<file path="src/rtl/lru_page_cache_io_lookup_defines.svh">
// Assertion macros shared by the cache RTL.
`ifndef LRU_PAGE_CACHE_IO_LOOKUP_DEFINES_SVH
`define LRU_PAGE_CACHE_IO_LOOKUP_DEFINES_SVH

// Checked on every clock edge outside reset.
`define LPC_ASSERT(lbl, prop, msg) \
	lbl: assert property (@(posedge clk) disable iff (!arst_n) (prop)) else $error(msg);

// Checked on every clock edge, reset included.
`define LPC_ASSERT_ALWAYS(lbl, prop, msg) \
	lbl: assert property (@(posedge clk) (prop)) else $error(msg);

`endif

</file>
<file path="src/rtl/lpc_pkg.sv">
// ----------------------------------------------------------------------------
// lpc_pkg
// Shared constants, command type and state encodings of the page cache.
// ----------------------------------------------------------------------------
package lpc_pkg;

	localparam int CAPACITY  = 1024;
	localparam int MAX_PAGES = 64;
	localparam int ADDR_BITS = 48;

	localparam int SLOT_W    = $clog2(CAPACITY);
	localparam int CNT_W     = $clog2(CAPACITY + 1);
	localparam int PG_W      = (MAX_PAGES > 1) ? $clog2(MAX_PAGES) : 1;
	localparam int NP_W      = 7;
	localparam int LAST_W    = ADDR_BITS + 1;
	localparam int TAG_W     = LAST_W;
	localparam int LEN_W     = 16;
	localparam int PS_W      = 17;
	localparam int LIM_W     = 11;
	localparam int EVC_W     = 11;
	localparam int TOT_W     = 32;
	localparam int DIV_CNT_W = $clog2(LAST_W);
	localparam int CFG_IDX_W = 1;

	localparam logic [CFG_IDX_W-1:0] REG_PAGE_SIZE = 1'b0;
	localparam logic [CFG_IDX_W-1:0] REG_CAP_LIMIT = 1'b1;

	localparam logic [PS_W-1:0]  PAGE_SIZE_RST = PS_W'(64);
	localparam logic [LIM_W-1:0] CAP_LIMIT_RST = LIM_W'(1024);

	typedef struct packed {
		logic [TAG_W-1:0] first;
		logic [NP_W-1:0]  npages;
		logic             too_many;
	} cmd_t;

	typedef enum logic [1:0] {
		FS_IDLE,
		FS_DIV,
		FS_PUSH
	} front_state_t;

	typedef enum logic [3:0] {
		BS_IDLE,
		BS_SCAN,
		BS_TALLY,
		BS_PAGE,
		BS_REF_RD,
		BS_REF_LNK,
		BS_REF_APP,
		BS_MISS,
		BS_POP,
		BS_APPEND,
		BS_CHK,
		BS_EV_RD,
		BS_EV_DO,
		BS_DONE
	} back_state_t;

endpackage

</file>
<file path="src/rtl/lpc_front.sv">
// ----------------------------------------------------------------------------
// lpc_front
// Accepts requests and turns them into first page and page count with two
// bit-serial restoring dividers running side by side.
// ----------------------------------------------------------------------------
module lpc_front (
	input  logic                        clk,
	input  logic                        arst_n,
	input  logic                        in_valid,
	output logic                        in_ready,
	input  logic [lpc_pkg::ADDR_BITS-1:0] request_lba,
	input  logic [lpc_pkg::LEN_W-1:0]   request_len,
	input  logic [lpc_pkg::PS_W-1:0]    page_size,
	output logic                        push_valid,
	input  logic                        push_ready,
	output lpc_pkg::cmd_t               push_cmd
);

	lpc_pkg::front_state_t state_q, state_d;
	logic [lpc_pkg::LAST_W-1:0]    dvd_a_q, dvd_b_q, diff;
	logic [lpc_pkg::PS_W-1:0]      rem_a_q, rem_b_q;
	logic [lpc_pkg::PS_W:0]        trial_a, trial_b, sub_a, sub_b;
	logic [lpc_pkg::DIV_CNT_W-1:0] step_q;
	logic                          zero_q, too_many;

	assign trial_a = {rem_a_q, dvd_a_q[lpc_pkg::LAST_W-1]};
	assign trial_b = {rem_b_q, dvd_b_q[lpc_pkg::LAST_W-1]};
	assign sub_a   = trial_a - {1'b0, page_size};
	assign sub_b   = trial_b - {1'b0, page_size};

	assign diff     = dvd_b_q - dvd_a_q;
	assign too_many = !zero_q && (diff >= lpc_pkg::LAST_W'(lpc_pkg::MAX_PAGES));

	always_comb begin
		push_cmd.first    = dvd_a_q;
		push_cmd.too_many = too_many;
		if (zero_q || too_many) begin
			push_cmd.npages = '0;
		end else begin
			push_cmd.npages = diff[lpc_pkg::NP_W-1:0] + lpc_pkg::NP_W'(1);
		end
	end

	always_comb begin
		state_d = state_q;
		case (state_q)
			lpc_pkg::FS_IDLE: if (in_valid) state_d = lpc_pkg::FS_DIV;
			lpc_pkg::FS_DIV: begin
				if (step_q == lpc_pkg::DIV_CNT_W'(lpc_pkg::LAST_W - 1)) begin
					state_d = lpc_pkg::FS_PUSH;
				end
			end
			lpc_pkg::FS_PUSH: if (push_ready) state_d = lpc_pkg::FS_IDLE;
			default: state_d = lpc_pkg::FS_IDLE;
		endcase
	end

	always_comb begin
		in_ready   = 1'b0;
		push_valid = 1'b0;
		case (state_q)
			lpc_pkg::FS_IDLE: in_ready = 1'b1;
			lpc_pkg::FS_PUSH: push_valid = 1'b1;
			default: ;
		endcase
	end

	always_ff @(posedge clk or negedge arst_n) begin
		if (!arst_n) begin
			state_q <= lpc_pkg::FS_IDLE;
		end else begin
			state_q <= state_d;
		end
	end

	always_ff @(posedge clk) begin
		case (state_q)
			lpc_pkg::FS_IDLE: begin
				dvd_a_q <= {1'b0, request_lba};
				dvd_b_q <= {1'b0, request_lba} + lpc_pkg::LAST_W'(request_len)
					- lpc_pkg::LAST_W'(1);
				zero_q  <= (request_len == '0);
				rem_a_q <= '0;
				rem_b_q <= '0;
				step_q  <= '0;
			end
			lpc_pkg::FS_DIV: begin
				step_q <= step_q + lpc_pkg::DIV_CNT_W'(1);
				if (!sub_a[lpc_pkg::PS_W]) begin
					rem_a_q <= sub_a[lpc_pkg::PS_W-1:0];
				end else begin
					rem_a_q <= trial_a[lpc_pkg::PS_W-1:0];
				end
				if (!sub_b[lpc_pkg::PS_W]) begin
					rem_b_q <= sub_b[lpc_pkg::PS_W-1:0];
				end else begin
					rem_b_q <= trial_b[lpc_pkg::PS_W-1:0];
				end
				dvd_a_q <= {dvd_a_q[lpc_pkg::LAST_W-2:0], !sub_a[lpc_pkg::PS_W]};
				dvd_b_q <= {dvd_b_q[lpc_pkg::LAST_W-2:0], !sub_b[lpc_pkg::PS_W]};
			end
			default: ;
		endcase
	end

endmodule

</file>
<file path="config.mk">
export PLATFORM = sky130hd
export DESIGN_NAME = lpc_front
export DESIGN_NICKNAME = d
export VERILOG_FILES = /design/src/rtl/lru_page_cache_io_lookup_defines.svh /design/src/rtl/lpc_pkg.sv /design/src/rtl/lpc_front.sv
export SDC_FILE = /design/constraint.sdc
export NUM_CORES = 1
export LEC_CHECK = 0
export BUFFER_PORTS_ARGS = -buffer_cell sky130_fd_sc_hd__buf_2
export CORE_ASPECT_RATIO = 1.5
export CORE_MARGIN = 4
export CORE_UTILIZATION = 55
export CTS_CLUSTER_DIAMETER = 100
export DETAILED_ROUTE_END_ITERATION = 8
export HOLD_SLACK_MARGIN = 0.15
export PLACE_DENSITY_LB_ADDON = 0.15
export SLEW_MARGIN = 20
export SYNTH_ARGS = -nofsm -noshare
export SYNTH_HDL_FRONTEND = slang
export SYNTH_SLANG_ARGS = --single-unit
</file>
<file path="constraint.sdc">
create_clock -name clk -period 13 [get_ports clk]
set_clock_uncertainty 0.2 [all_clocks]
set_input_delay 1.95 -clock clk [delete_from_list [all_inputs] [get_ports clk]]
set_output_delay 1.95 -clock clk [all_outputs]
set_load 0.02 [all_outputs]
</file>
### Word level (Yosys, flattened, before mapping)

Cells that the tools add are included.

| cells by class | value |
|---|---|
| reductions and logical operators | 9 |
| order comparisons | 1 |
| mux-type cells | 14 |
| $add $sub $neg | 7 |
| equal/unequal tests | 6 |

Operators with widths:

| cell | number |
|---|---|
| 49-bit case mux with 2 select lines | 2 |
| 17-bit case mux with 2 select lines | 2 |
| 48-bit by 16-bit adder with 49-bit output | 1 |
| 49-bit by 7-bit greater-or-equal comparator with 1-bit output, second input constant | 1 |
| 49-bit by 1-bit subtractor with 49-bit output, second input constant | 1 |
| 49-bit subtractor | 1 |
| 18-bit by 17-bit subtractor with 18-bit output | 2 |
| 17-bit two-way mux | 2 |
| 16-bit zero test | 1 |
| 6-bit case mux with 2 select lines | 1 |
| 7-bit by 1-bit adder with 7-bit output, second input constant | 1 |
| 7-bit two-way mux | 1 |
| 6-bit by 1-bit adder with 6-bit output, second input constant | 1 |
| 6-bit equality test, second input constant | 1 |
| 2-bit two-way mux | 3 |
| 2-bit != test, second input constant | 3 |
| 2-bit case mux with 3 select lines | 1 |
| 1-bit zero test | 3 |
| 3-bit AND reduction | 1 |
| 2-bit by 1-bit equality test with 1-bit output, second input constant | 1 |
| 2-bit equality test, second input constant | 1 |
| 2-bit zero test | 1 |
| 1-bit two-way mux | 2 |
| 2-bit nonzero test | 1 |
| 2 further kinds | 2 |

| storage, ports and cells | value |
|---|---|
| logic and storage cells | 44 |
| output and inout bits | 59 |
| input port bits | 85 |
| register bits | 141 |

### Logic depth before layout (Yosys ltp)

| logic depth | value |
|---|---|
| word-level depth | 5 |
| gate-level depth with buffers | 17 |
| depth with buffers taken out | 17 |

### Least setup slack after synthesis

OpenSTA, ideal clock, no wires.

| timing path | value |
|---|---|
| kind | register -> output |
| start point | register dvd_a_q[0] (netlist name) |
| end point | output port push_cmd[2] (netlist name) |
| data required time | 10850 ps |
| data arrival time | 4240 ps |
| cell stages (with the launch flop) | 16 |
| buffers on the path | 1 |
| path slack | 6610 ps |
| path through | edfxtp_1 ha_1 inv_1 fa_1 a211oi_2 o21ai_1 xor2_1 a21oi_1 nand4_1 or4_1 a2111oi_4 o2111ai_1 or4_1 or3_1 buf_6 nor4b_2 |

RTL lines:

| item | line | text |
|---|---|---|
| start: declaration | lpc_front.sv:20 | `logic [lpc_pkg::LAST_W-1:0] dvd_a_q, dvd_b_q, diff;` |
| start signal: assignment | lpc_front.sv:79 | `dvd_a_q <= {1'b0, request_lba};` |
| start signal: assignment | lpc_front.sv:99 | `dvd_a_q <= {dvd_a_q[lpc_pkg::LAST_W-2:0], !sub_a[lpc_pkg::PS_W]};` |
| end: declaration | lpc_front.sv:16 | `output lpc_pkg::cmd_t push_cmd` |

==> qor.yml <==
crit_path_end_kind: "primary output"
clkPwrFrac: 0.105
cts_setup_buffers: 0
syn_area_per_cell_sq_um: 8.34
p_leak_nw: 7.13
via_per_inst: 5.96
cts_sinks: 141
numPortBuffers: 143
crit_fanout: 8
synthFlopType: "edfxtp_1"
p_int_w: 0.00232
cp-start-kind: "flop"
p_comb_frac: 0.680
setup-tns-final_ns: 0
clockBufferDepth: 2
place.detailed.hpwl_mm: 29.1
drt_iter0_markers: 632
cts_hold_buffers: 0
die_w_um: 137
routed_wl_mm: 37.5
drive_above_1_share: 0.122
crit_start: "dvd_a_q[22]"
r2r-start: "rem_b_q[0]"
coreArea_sq_mm: 0.0245
grt_remaining_overflow: 0
min_period_ns: 7.34
area_delta_synth_final_pct: 10.9
grt_pass1_vias: 12400
placementRows: 70
crit_type: "reg -> out"
max_freq_mhz: 136
r2r_setup_slack_ns: 9.07
drc: 0
vias: 12500
period_share: 0.565
fin_area_sq_mm: 0.0153
h-tree-depth: 4
dr.pass1.iters: 6
syn_area_sq_mm: 0.0137
antenna_found_initial: 2
start_util: 0.561
synth_fp_nets: 1887
hold_class: "reg -> reg"
relSlewSlack: 0.443
rsz0062_at_grt: "false"
async_reset_ff_frac: 0.0142
gp_congestion: 0.968
worst_pin_slew_ns: 0.835
hold_viol: 0
layoutNonFillerInstCount: 2092
cts-resized-gates: 0
ir_worst_vdd_mv: 0.140
die_h_um: 202
grt_pass1_wl_mm: 60.5
p_per_area_mw_per_mm2: 305
cts_root_buf: "clkbuf_16"
cp.arrival_ns: 5.19
cp-endpoint: "push_cmd[7]"
drtAntennaViolNets: 0
ioPinCount: 144
synth_seq_cells: 141
cts_tree: "yes"
ys_warn_count: 0
synth_enable_flop_cells: 139
fin_nets: 1992
grt_usage: 0.271
power.share.switching: 0.502
cp.required_ns: 10.85
maxSlewViolCount: 0
cts_buffers: 17
netlist-cell-type-count: 82
switching_power_w: 0.00234
placed_area_sq_mm: 0.0147
finalSetupViolCount: 0
clock_latency_ns: 0.43
grt_max_degree: 117
wire_per_inst_um: 17.9
r2r_end: "rem_b_q[1]"
synthCells: 1649
dp_cells: 2059
clk_pin_slew_ns: 0.06
cap_viol_max_count: 0
rr_worst_depth: 13
status: "completed"
ys_seq_area_frac: 0.307
die-area_sq_mm: 0.0276
p_seq_frac: 0.216
## state kept, by name, summed over array words and instances, names as in the netlist
name     count
rem_b_q     17
zero_q       1
dvd_a_q     49
dvd_b_q     49
rem_a_q     17
step_q       6
state_q      2
## critical path, stage by stage (launching register included)
cell and delay, ns:
edfxtp_1 0.37, inv_1 0.05, ha_1 0.40, a21oi_1 0.40, o21ai_0 0.39, a21boi_0 0.29
o22ai_1 0.16, a211oi_1 0.56, a211oi_1 0.24, o211ai_1 0.22, nand2_1 0.09, xor2_1 0.14
or4_1 0.83, nor4_2 0.38, buf_2 0.22
## final cells by class
class	instances	area, sq um
Tap cell	324	405
Clock inverter	9	85.1
Clock buffer	23	488
Antenna cell	1	2.50
Timing Repair Buffer	149	768
Inverter	200	756
Sequential cell	141	4220
Multi-Input combinational cell	1245	8520
Fill cell	2244	9270
## per-stage QoR
stage / hold slack (ns) / setup WS (ns) / power (W) / util
global route: 0.385 / 5.41 / 0.00504 / 0.622
detailed placement: 0.355 / 6.18 / 0.00414 / 0.598
finish: 0.362 / 5.66 / 0.00466 / 0.622
floorplan: 0.248 / 6.61 / 0.00332 / -
CTS: 0.366 / 5.70 / 0.00465 / 0.622
global placement: 0.341 / 6.24 / 0.00412 / 0.598
## worst min-delay path by stage
stage | startpoint | to | cells after the start
3_3_place_gp | dvd_b_q[14] | dvd_b_q[15] | 2
3_5_place_dp | dvd_b_q[14] | dvd_b_q[15] | 2
4_1_cts | dvd_b_q[14] | dvd_b_q[15] | 2
2_1_floorplan | state_q[1] | state_q[0] | 1
5_1_grt | dvd_b_q[10] | dvd_b_q[11] | 1
6_report | dvd_b_q[10] | dvd_b_q[11] | 1
## cell families after synthesis
kind of cell,share of synthesized area
DFF,0.307
AOI/OAI and AO/OA,0.234
buffers and inverters,0.0746
adders and majority gates,0.141
muxes,0.00610
xor gates and xnor gates,0.0631
and+or+nand+nor,0.174
## layout by cell type (no fill, tap or decap), types with 6 or more instances in the layout
cell type and instances:
a211o_1 6, a211oi_1 12, a21boi_0 7, a21o_1 54, a21oi_1 137, a221oi_1 6
a31oi_1 11, and2_1 12, and3_1 13, buf_2 143, clkbuf_16 17, edfxtp_1 139
ha_1 149, inv_1 199, nand2_1 148, nand2b_1 23, nand3_1 57, nand3b_1 7
nand4_1 21, nor2_1 96, nor2b_1 20, nor3_1 27, nor3b_1 7, nor4_1 14
nor4_2 7, o211ai_1 10, o21a_1 18, o21ai_0 135, o21ai_1 10, o21bai_1 11
o31ai_1 24, or3_1 7, xnor2_1 55, xor2_1 42
## synth_stat cells (5+ instances only)
cell type | number | share of area
xor2_1 | 43 | 0.027
nor3b_1 | 7 | 0.0038
a211o_1 | 6 | 0.0038
or3_1 | 7 | 0.0032
and3_1 | 13 | 0.0059
o211ai_1 | 10 | 0.0055
nor2_1 | 96 | 0.026
nand4_1 | 21 | 0.0096
nor4_2 | 7 | 0.0064
ha_1 | 149 | 0.14
nand3b_1 | 7 | 0.0038
o21ai_1 | 10 | 0.0036
a21boi_0 | 7 | 0.0038
o21bai_1 | 11 | 0.0060
nor2b_1 | 21 | 0.0096
mux2i_1 | 5 | 0.0036
xnor2_1 | 56 | 0.036
o22ai_1 | 5 | 0.0023
nand2_1 | 149 | 0.041
inv_1 | 200 | 0.055
edfxtp_1 | 139 | 0.30
nor4_1 | 14 | 0.0064
a31oi_1 | 11 | 0.0050
o31ai_1 | 24 | 0.013
a21oi_1 | 137 | 0.050
and2_1 | 12 | 0.0055
nand2b_1 | 23 | 0.010
o21ai_0 | 135 | 0.049
buf_2 | 10 | 0.0036
nand3_1 | 57 | 0.021
a221oi_1 | 6 | 0.0038
a211oi_1 | 12 | 0.0066
clkbuf_1 | 45 | 0.012
o21a_1 | 18 | 0.0098
a21o_1 | 54 | 0.029
nor3_1 | 27 | 0.0098
## layer usage
layer	vias to the layer above	part of all wire	GRT usage
met1	5906	0.40	0.307
li1	6154	-	-
met2	327	0.53	0.504
met3	73	0.041	0.0388
met5	-	0.00032	0
met4	2	0.031	0.102
## power by group through the flow
stage | Clock (W) | Sequential, W | Combinational (W)
floorplan | 0 | 0.00106 | 0.00227
global placement | 0 | 0.00101 | 0.00311
detailed placement | 0 | 0.00101 | 0.00312
CTS | 0.000496 | 0.00101 | 0.00314
global route | 0.000515 | 0.00104 | 0.00349
finish | 0.000487 | 0.00101 | 0.00316
No activity file was read; power rests on OpenSTA's default activity.
