--- config.mk ---
export PLATFORM = sky130hd
export DESIGN_NAME = lpc_cmdq
export DESIGN_NICKNAME = d
export VERILOG_FILES = /design/src/rtl/lru_page_cache_io_lookup_defines.svh /design/src/rtl/lpc_pkg.sv /design/src/rtl/lpc_cmdq.sv
export SDC_FILE = /design/constraint.sdc
export NUM_CORES = 1
export LEC_CHECK = 0
export CAP_MARGIN = 10
export CORE_MARGIN = 2
export CORE_UTILIZATION = 49
export DETAILED_ROUTE_END_ITERATION = 10
export DONT_BUFFER_PORTS = 1
export SLEW_MARGIN = 5
export SYNTH_ARGS = -nofsm -noshare
export SYNTH_HDL_FRONTEND = slang
export SYNTH_SLANG_ARGS = --single-unit
--- constraint.sdc ---
create_clock -name clk -period 4.78 [get_ports clk]
set_input_delay 0.478 -clock clk [delete_from_list [all_inputs] [get_ports clk]]
set_output_delay 0.478 -clock clk [all_outputs]
set_load 0.005 [all_outputs]
--- src/rtl/lru_page_cache_io_lookup_defines.svh ---
// Assertion macros shared by the cache RTL.
`ifndef LRU_PAGE_CACHE_IO_LOOKUP_DEFINES_SVH
`define LRU_PAGE_CACHE_IO_LOOKUP_DEFINES_SVH

// Checked on every clock edge outside reset.
`define LPC_ASSERT(lbl, prop, msg) \
	lbl: assert property (@(posedge clk) disable iff (!arst_n) (prop)) else $error(msg);

// Checked on every clock edge, reset included.
`define LPC_ASSERT_ALWAYS(lbl, prop, msg) \
	lbl: assert property (@(posedge clk) (prop)) else $error(msg);

`endif

--- src/rtl/lpc_pkg.sv ---
// ----------------------------------------------------------------------------
// lpc_pkg
// Shared constants, command type and state encodings of the page cache.
// ----------------------------------------------------------------------------
package lpc_pkg;

	localparam int CAPACITY  = 1024;
	localparam int MAX_PAGES = 64;
	localparam int ADDR_BITS = 48;

	localparam int SLOT_W    = $clog2(CAPACITY);
	localparam int CNT_W     = $clog2(CAPACITY + 1);
	localparam int PG_W      = (MAX_PAGES > 1) ? $clog2(MAX_PAGES) : 1;
	localparam int NP_W      = 7;
	localparam int LAST_W    = ADDR_BITS + 1;
	localparam int TAG_W     = LAST_W;
	localparam int LEN_W     = 16;
	localparam int PS_W      = 17;
	localparam int LIM_W     = 11;
	localparam int EVC_W     = 11;
	localparam int TOT_W     = 32;
	localparam int DIV_CNT_W = $clog2(LAST_W);
	localparam int CFG_IDX_W = 1;

	localparam logic [CFG_IDX_W-1:0] REG_PAGE_SIZE = 1'b0;
	localparam logic [CFG_IDX_W-1:0] REG_CAP_LIMIT = 1'b1;

	localparam logic [PS_W-1:0]  PAGE_SIZE_RST = PS_W'(64);
	localparam logic [LIM_W-1:0] CAP_LIMIT_RST = LIM_W'(1024);

	typedef struct packed {
		logic [TAG_W-1:0] first;
		logic [NP_W-1:0]  npages;
		logic             too_many;
	} cmd_t;

	typedef enum logic [1:0] {
		FS_IDLE,
		FS_DIV,
		FS_PUSH
	} front_state_t;

	typedef enum logic [3:0] {
		BS_IDLE,
		BS_SCAN,
		BS_TALLY,
		BS_PAGE,
		BS_REF_RD,
		BS_REF_LNK,
		BS_REF_APP,
		BS_MISS,
		BS_POP,
		BS_APPEND,
		BS_CHK,
		BS_EV_RD,
		BS_EV_DO,
		BS_DONE
	} back_state_t;

endpackage

--- src/rtl/lpc_cmdq.sv ---
// ----------------------------------------------------------------------------
// lpc_cmdq
// Two-entry command queue between the front and back parts.
// ----------------------------------------------------------------------------
module lpc_cmdq (
	input  logic          clk,
	input  logic          arst_n,
	input  logic          push_valid,
	output logic          push_ready,
	input  lpc_pkg::cmd_t push_cmd,
	output logic          pop_valid,
	input  logic          pop_ready,
	output lpc_pkg::cmd_t pop_cmd
);

	lpc_pkg::cmd_t entry_q [2];
	logic          wr_q, rd_q;
	logic [1:0]    count_q;
	logic          push, pop;

	assign push_ready = (count_q != 2'd2);
	assign pop_valid  = (count_q != 2'd0);
	assign pop_cmd    = entry_q[rd_q];
	assign push       = push_valid && push_ready;
	assign pop        = pop_valid && pop_ready;

	always_ff @(posedge clk or negedge arst_n) begin
		if (!arst_n) begin
			wr_q    <= 1'b0;
			rd_q    <= 1'b0;
			count_q <= 2'd0;
		end else begin
			if (push) wr_q <= !wr_q;
			if (pop) rd_q <= !rd_q;
			count_q <= count_q + {1'b0, push} - {1'b0, pop};
		end
	end

	always_ff @(posedge clk) begin
		if (push) begin
			entry_q[wr_q] <= push_cmd;
		end
	end

endmodule

# Word-level counts from Yosys, hierarchy flattened

Memories as Yosys holds them, arrays and structs flattened.
Cells that the tools add are included.
Widths: inputs -> output; s select.

Add/subtract/negate cells: 2
Equal/unequal tests: 1
Mux-type cells: 2
Reduce and logical (&&, ||, !) cells: 5

Operators by type and width:

| kind               | count |
|---|---|
| $add 2x1->2        | 1 |
| $logic_and 1x1->1  | 2 |
| $logic_not 1->1    | 2 |
| $mux 1             | 2 |
| $ne 2x2->1 const B | 1 |
| $reduce_bool 2->1  | 1 |
| $sub 2x1->2        | 1 |

Register bits after elaboration: 4
Bits in writable memories: 114
Bits of input ports: 61
Output and inout port bits: 59
Word-level logic and storage cells: 14
Memories kept: 1

Memories:

| name    | depth | bits a word | read ports | clocked after Yosys merged registers in | wr ports | line           | RTL |
|---|---|---|---|---|---|---|---|
| entry_q | 2     | 57          | 1          | 0                                       | 1        | lpc_cmdq.sv:16 | `lpc_pkg::cmd_t entry_q [2];` |

# Longest topological paths before layout

Gate-level depths: netlist (run 1).

Depth after elaboration: 4
Gate-level depth with buffers: 5
Depth with buffers taken out: 5

# Worst setup path after synthesis (run 1)

No wires, ideal clock.

Path kind: register to register
Start: register count_q[0]
End: memory entry_q[0][0] (netlist name) (enable)
Library setup time: 0.472 ns
Data arrival time: 3.031 ns
Setup slack: 1.277 ns
Cell stages (with the launch flop): 4
Path buffers: 0
Clock period less this slack: 3.503 ns
Cell sequence: dfrtp_1 > nand2b_1 > nand2_1 > nor2_1

Word-level cells in the longest chain between the ends: 4

Ends and longest elaborated chain:

| item                         | line           | RTL |
|---|---|---|
| from (decl)                  | lpc_cmdq.sv:18 | `logic [1:0] count_q;` |
| from (signal assigned)       | lpc_cmdq.sv:35 | `count_q <= count_q + {1'b0, push} - {1'b0, pop};` |
| $ne 2x2->1                   | lpc_cmdq.sv:21 | `assign push_ready = (count_q != 2'd2);` |
| via push_ready               | lpc_cmdq.sv:9  | `output logic push_ready,` |
| $logic_and 1x1->1            | lpc_cmdq.sv:24 | `assign push = push_valid && push_ready;` |
| $mux 1                       | lpc_cmdq.sv:40 | `if (push) begin` |
| $mux 1 (implied by the code) | lpc_cmdq.sv:41 | `entry_q[wr_q] <= push_cmd;` |
| to (decl)                    | lpc_cmdq.sv:16 |  |

The timed path passes the listed nets, and every way through them passes these cells.

==> results.yml, run 1 <==
layout:
  nets: 277
  antenna_cells: 0
  area_growth_pct: 16.0
  instances_no_fill: 336
  fillers: 628
  finalCoreUtilization_pct: 58.2
  drive_gt1_share_pct: 41.2
global_route:
  grt_antenna_before_repair: 0
  gr-usage-met3_pct: 9.81
  gr-usage-met2_pct: 26.3
  grt_max_degree: 59
  use_met1_pct: 14.3
  grt_pass1_vias: 1996
  track_usage_pct: 15.2
  top_usage_layer: "met2"
  grt_pass1_wl_mm: 10.8
  grt.overflow.total: 0
power_and_ir_drop:
  vdd_drop_max_mv: 0.387
  p_leak_nw: 1.65
  p_per_area_nw_per_um2: 656
  power_mw: 3.30
floorplan:
  rows: 34
  core_sq_um: 8640
  ioPinCount: 120
  start_util_pct: 50.2
  dieHeight_um: 98.0
  dieArea_sq_um: 9610
  die_w_um: 98.0
synth:
  ys_types: 20
  ys_warn_count: 0
  synthFlopType: "edfxtp_1"
  synth_edf_count: 114
  syn_area_sq_um: 4330
  syn_area_per_cell_sq_um: 21.8
  async_flop_share_pct: 3.39
  synth_fp_nets: 261
  synthTopCellsByArea: "edfxtp_1 (79%), mux2_2 (15%), dfrtp_1 (2.3%)"
  synth_top_area_share_pct: 79.0
  ys_seq_elements: 118
  synthCells: 199
  ys_seq_area_share_pct: 81.3
  synth_top_area_cell: "edfxtp_1"
routing:
  post-route-drc-count: 0
  wl_per_cell_um: 20.7
  viasPerCell: 5.27
  vias: 1772
  wl_mm: 6.95
  ant_nets: 0
  drtPass1Iterations: 4
  drtIter0Drc: 61
place:
  globalplace.congestion: 0.749
  port_buffers: 0
  dp.cells: 303
  place_hpwl_mm: 4.57
sta:
  fmaxAchievable_ghz: 0.426
  rsz0062_at_grt: "no"
  slew_headroom_pct: 50.0
  post-route-period-util_pct: 49.1
  whs_ns: 0.0828
  hold_violations: 0
  finClkSkew_ns: 0.00790
  final_max_slew_viol_count: 0
  fin_setup_tns_ns: 0
  worst_slew_pin_slew_ns: 0.750
  fin_crit_ns: 2.35
  setup_violations: 0
clock_network:
  post_cts_buffers: 0
  clk_pin_slew_ns: 0.06
  cts_tree: "done"
  cts_htree_levels: 4
  cts_sinks: 118
  clk_path_buf_depth: 2
  clk_latency_ns: 0.48
  cts_made_buffers: 17
  cts_resized: 0
  cts-root-buf: "clkbuf_8"
worst_setup_path:
  max_stage_delay_ns: 0.90
  critPathKind: "register to output port"
  cp.arrival_ns: 1.87
  crit_buf_inv: 0
  critPathRequiredTime_ns: 4.30
  slowest_stage: "dfrtp_4"
  worstPathCellList: "mux2_2"
  start_kind: "register"
  end_kind: "output port"
  critPathTopFamily: "flip-flops"
  cp_max_fo: 58
outcome:
  run_status: "finished, final reports clean"
worst_hold_path:
  hold_class: "input port to register"
run:
  drv_cap: 0
through the flow:
step	instance area, sq um	setup WS, ns
floorplan	4330	1.28
global placement	4450	2.66
detailed placement	4450	2.57
CTS	5020	2.08
global route	5030	2.32
finish	5030	2.43
where the power goes:
part / switching [mW] / internal [mW] / total (mW)
sequential: 0.152 / 1.42 / 1.57
clock: 0.433 / 0.745 / 1.18
combinational: 0.273 / 0.276 / 0.549
worst paths after layout:
check | slack [ns] | cells past startpoint | from | to
max in group asynchronous | 4.32 | 1 | arst_n | rd_q
max reg2reg | 2.62 | 4 | count_q[0] | entry_q[0][13]
min in group asynchronous | 0.27 | 1 | arst_n | rd_q
min | 0.08 | 0 | push_cmd[43] | entry_q[0][43]
min reg2reg | 0.54 | 1 | wr_q | wr_q
max | 2.43 | 1 | rd_q | pop_cmd[18]
cells in the mapped netlist, types with 2 or more instances:
cell / number
dfrtp_1: 4
nand2_1: 2
buf_6: 2
nor2_1: 3
mux2_2: 56
xnor2_1: 3
buf_2: 3
edfxtp_1: 114
flip-flops by register name (all words and copies together) (netlist names):
register / flops
wr_q: 1
count_q: 2
entry_q: 114
rd_q: 1
layer usage:
| metal | part of all wire [%] | vias up |
|---|---|---|
| met5 | 0 | - |
| met4 | 0.45 | 0 |
| met3 | 12 | 2 |
| met2 | 55 | 76 |
| met1 | 33 | 875 |
| li1 | - | 819 |
cell type report:
type / count / area (sq um) / area share (%)
flip-flops and latches: 118 / 3530 / 70.2
multi-input cells: 75 / 772 / 15.4
clock buffers: 18 / 418 / 8.31
clock inverters: 14 / 150 / 2.99
well taps: 108 / 135 / 2.69
repair buffers: 3 / 25.0 / 0.498
placed cells by master, fill, tap and decap left out, types with 2 or more instances in the layout:
cell | Yosys | final
edfxtp_1 | 114 | 114
inv_6 | 0 | 4
nand2_1 | 2 | 2
bufinv_16 | 0 | 2
dfrtp_1 | 4 | 3
mux2_2 | 56 | 56
clkinv_2 | 0 | 2
clkinvlp_4 | 0 | 6
buf_4 | 1 | 2
clkbuf_16 | 0 | 16
nor2_1 | 3 | 2
xnor2_1 | 3 | 3
cells by family (layout without fill, tap and decap cells):
| kind of cell | Yosys count | in the layout | synth area share [%] |
|---|---|---|---|
| DFF | 118 | 118 | 81.3 |
| muxes | 57 | 57 | 14.8 |
| and+or+nand+nor | 11 | 11 | 1.39 |
| buffers and inverters | 6 | 35 | 1.04 |
| AOI/OAI and AO/OA | 3 | 3 | 0.549 |
| xor gates and xnor gates | 3 | 3 | 0.607 |
| adders and majority gates | 1 | 1 | 0.289 |
what timing repair did:
item	in CTS	in global routing
hold endpoints to repair	4	0
setup endpoints to repair	0	0
hold buffers	1	0
Note: power is estimated with default switching activity, not from simulation.
==> inputs of run 2 (changes only) <==
--- a/config.mk
+++ b/config.mk
@@ -10,6 +10,7 @@
 export CORE_UTILIZATION = 49
 export DETAILED_ROUTE_END_ITERATION = 10
 export DONT_BUFFER_PORTS = 1
+export PLACE_DENSITY = 0.66
 export SLEW_MARGIN = 5
 export SYNTH_ARGS = -nofsm -noshare
 export SYNTH_HDL_FRONTEND = slang
==> constraint.sdc (replaced) <==
create_clock -name clk -period 2.15 [get_ports clk]
set_input_delay 0.215 -clock clk [delete_from_list [all_inputs] [get_ports clk]]
set_output_delay 0.215 -clock clk [all_outputs]
set_load 0.005 [all_outputs]
==> results.yml, run 2 (synthesized netlist as in run 1, its figures left out) <==
layout:
  largest_register: "entry_q"
  finalCoreUtilization_pct: 65.6
  drive_gt1_share_pct: 33.3
  layout_commonest_cell: "edfxtp_1"
  antenna_cells: 0
  largest_register_ffs: 114
  area_growth_pct: 30.7
  nets: 341
  final_cell_mix: "edfxtp_1 (114), dlygate4sd3_1 (61), mux2_2 (56), clkbuf_16 (16), clkinv_2 (5)"
  reg.largest.list: "entry_q: 114 flops, count_q: 2 flops"
power_and_ir_drop:
  p_sw_mw: 1.97
  p_int_mw: 5.54
  p_leak_nw: 1.93
  pwr-share-comb_pct: 22.0
  switching_share_pct: 26.2
  power_frac_clock_pct: 34.2
  p_per_area_nw_per_um2: 1330
  seq_power_share_pct: 43.8
  vdd_drop_max_mv: 0.706
clock_network:
  cts_htree_levels: 4
  clk_path_buf_depth: 2
  cts_made_buffers: 17
  cts_sinks: 118
  cts_tree: "done"
  cts_resized: 0
  clk_latency_ns: 0.49
  clk_pin_slew_ns: 0.06
  cts-root-buf: "clkbuf_8"
  post_cts_buffers: 0
place:
  dp_slack_ns: 0.498
  globalplace.congestion: 0.651
  port_buffers: 0
routing:
  drtIter0Drc: 54
  drtPass1Iterations: 4
  wl_per_cell_um: 18.6
  vias: 2072
  viasPerCell: 5.19
  wl_mm: 7.43
  ant_nets: 0
  post-route-drc-count: 0
floorplan:
  start_util_pct: 50.2
  die_w_um: 98.0
  ioPinCount: 120
  dieHeight_um: 98.0
  core_sq_um: 8640
  rows: 34
  dieArea_sq_um: 9610
worst_hold_path:
  min-delay-start: "pop_ready"
  hold_class: "input port to register"
  hold_path_depth: 3
  holdPathEnd: "count_q[0]"
worst_setup_path:
  rrSetupSlack_ns: 0.49
  r2r_cells: 4
  cp.arrival_ns: 1.56
  critPathKind: "register to output port"
  critPathRequiredTime_ns: 1.93
  end_kind: "output port"
  start_kind: "register"
  reg2reg_to: "entry_q[0][4]"
  r2r_start: "count_q[0]"
  cp_max_fo: 44
sta:
  fin_ws_ns: 0.379
  slew_headroom_pct: 70.9
  finClkSkew_ns: 0.00532
  rsz0062_at_grt: "no"
  hold_violations: 0
  worst_slew_pin_slew_ns: 0.437
  post-route-period-util_pct: 82.4
  final_max_slew_viol_count: 0
  fin_crit_ns: 1.77
  fin_setup_tns_ns: 0
  setup_violations: 0
  fmaxAchievable_ghz: 0.565
global_route:
  grt_pass1_wl_mm: 11.9
  grt.overflow.total: 0
  track_usage_pct: 16.5
  grt_pass1_vias: 2388
  grt_max_degree: 45
  grt_antenna_before_repair: 0
run:
  drv_cap: 0
outcome:
  run_status: "finished, final reports clean"
[run 2: changes by cell type in the layout (fill, tap and decap cells not counted), sizes merged]
cell / change
dlygate4sd3: +60
clkinv: +5
clkbuf: -1
clkinvlp: -2
inv: -3
buf: +4
[run 2: how the worst max path moves through the flow]
stage	startpoint	end	slack, ns
floorplan	count_q[0]	entry_q[0][0]	0.22
global placement	count_q[0]	entry_q[0][43]	0.55
detailed placement	count_q[0]	entry_q[0][30]	0.50
CTS	rd_q	pop_cmd[4]	0.35
global route	rd_q	pop_cmd[4]	0.32
finish	rd_q	pop_cmd[25]	0.38
[run 2: power by group through the flow]
stage	combinational [mW]	sequential (mW)	clock (mW)
detailed placement	1.57	3.34	0
finish	1.65	3.29	2.57
global route	1.80	3.34	2.72
CTS	1.69	3.30	2.61
floorplan	1.23	3.30	0
global placement	1.56	3.30	0
[run 2: timing repair]
action | 4_1_cts | 5_1_grt
hold endpoints to repair | 121 | 0
hold buffers | 61 | 0
setup endpoints to repair | 0 | 0
[run 2: cell type report]
type	instances	area, sq um
timing repair buffer	67	681
fill	612	2970
clock buffer	17	414
tap	108	135
multi-input combinational	75	772
clock inverter	14	136
sequential	118	3520
[run 2: layer usage]
| metal | wire length (um) | vias to the layer above | GRT usage (%) | share of wire (%) |
|---|---|---|---|---|
| met5 | 0 | - | 0 | 0 |
| met4 | 121 | 0 | 7.05 | 1.6 |
| met1 | 2940 | 1023 | 17.6 | 40 |
| met3 | 629 | 14 | 7.37 | 8.5 |
| li1 | - | 948 | - | - |
| met2 | 3740 | 87 | 28.5 | 50 |
[run 2: stage by stage]
stage / power [mW] / std cells / cell area [sq um] / hold slack (ns)
6_report: 7.51 / 399 / 5660 / 0.0517
2_1_floorplan: 4.52 / 199 / 4340 / -0.0806
3_3_place_gp: 4.87 / 307 / 4500 / -0.0804
3_5_place_dp: 4.91 / 307 / 4500 / -0.0804
5_1_grt: 7.86 / 399 / 5660 / 0.0911
4_1_cts: 7.59 / 399 / 5660 / 0.0179
[run 2: worst max-delay path, cell delays in order, from the launching register on]
cell     delay [ns]
dfrtp_2        0.39
buf_12         0.25
mux2_2         0.40
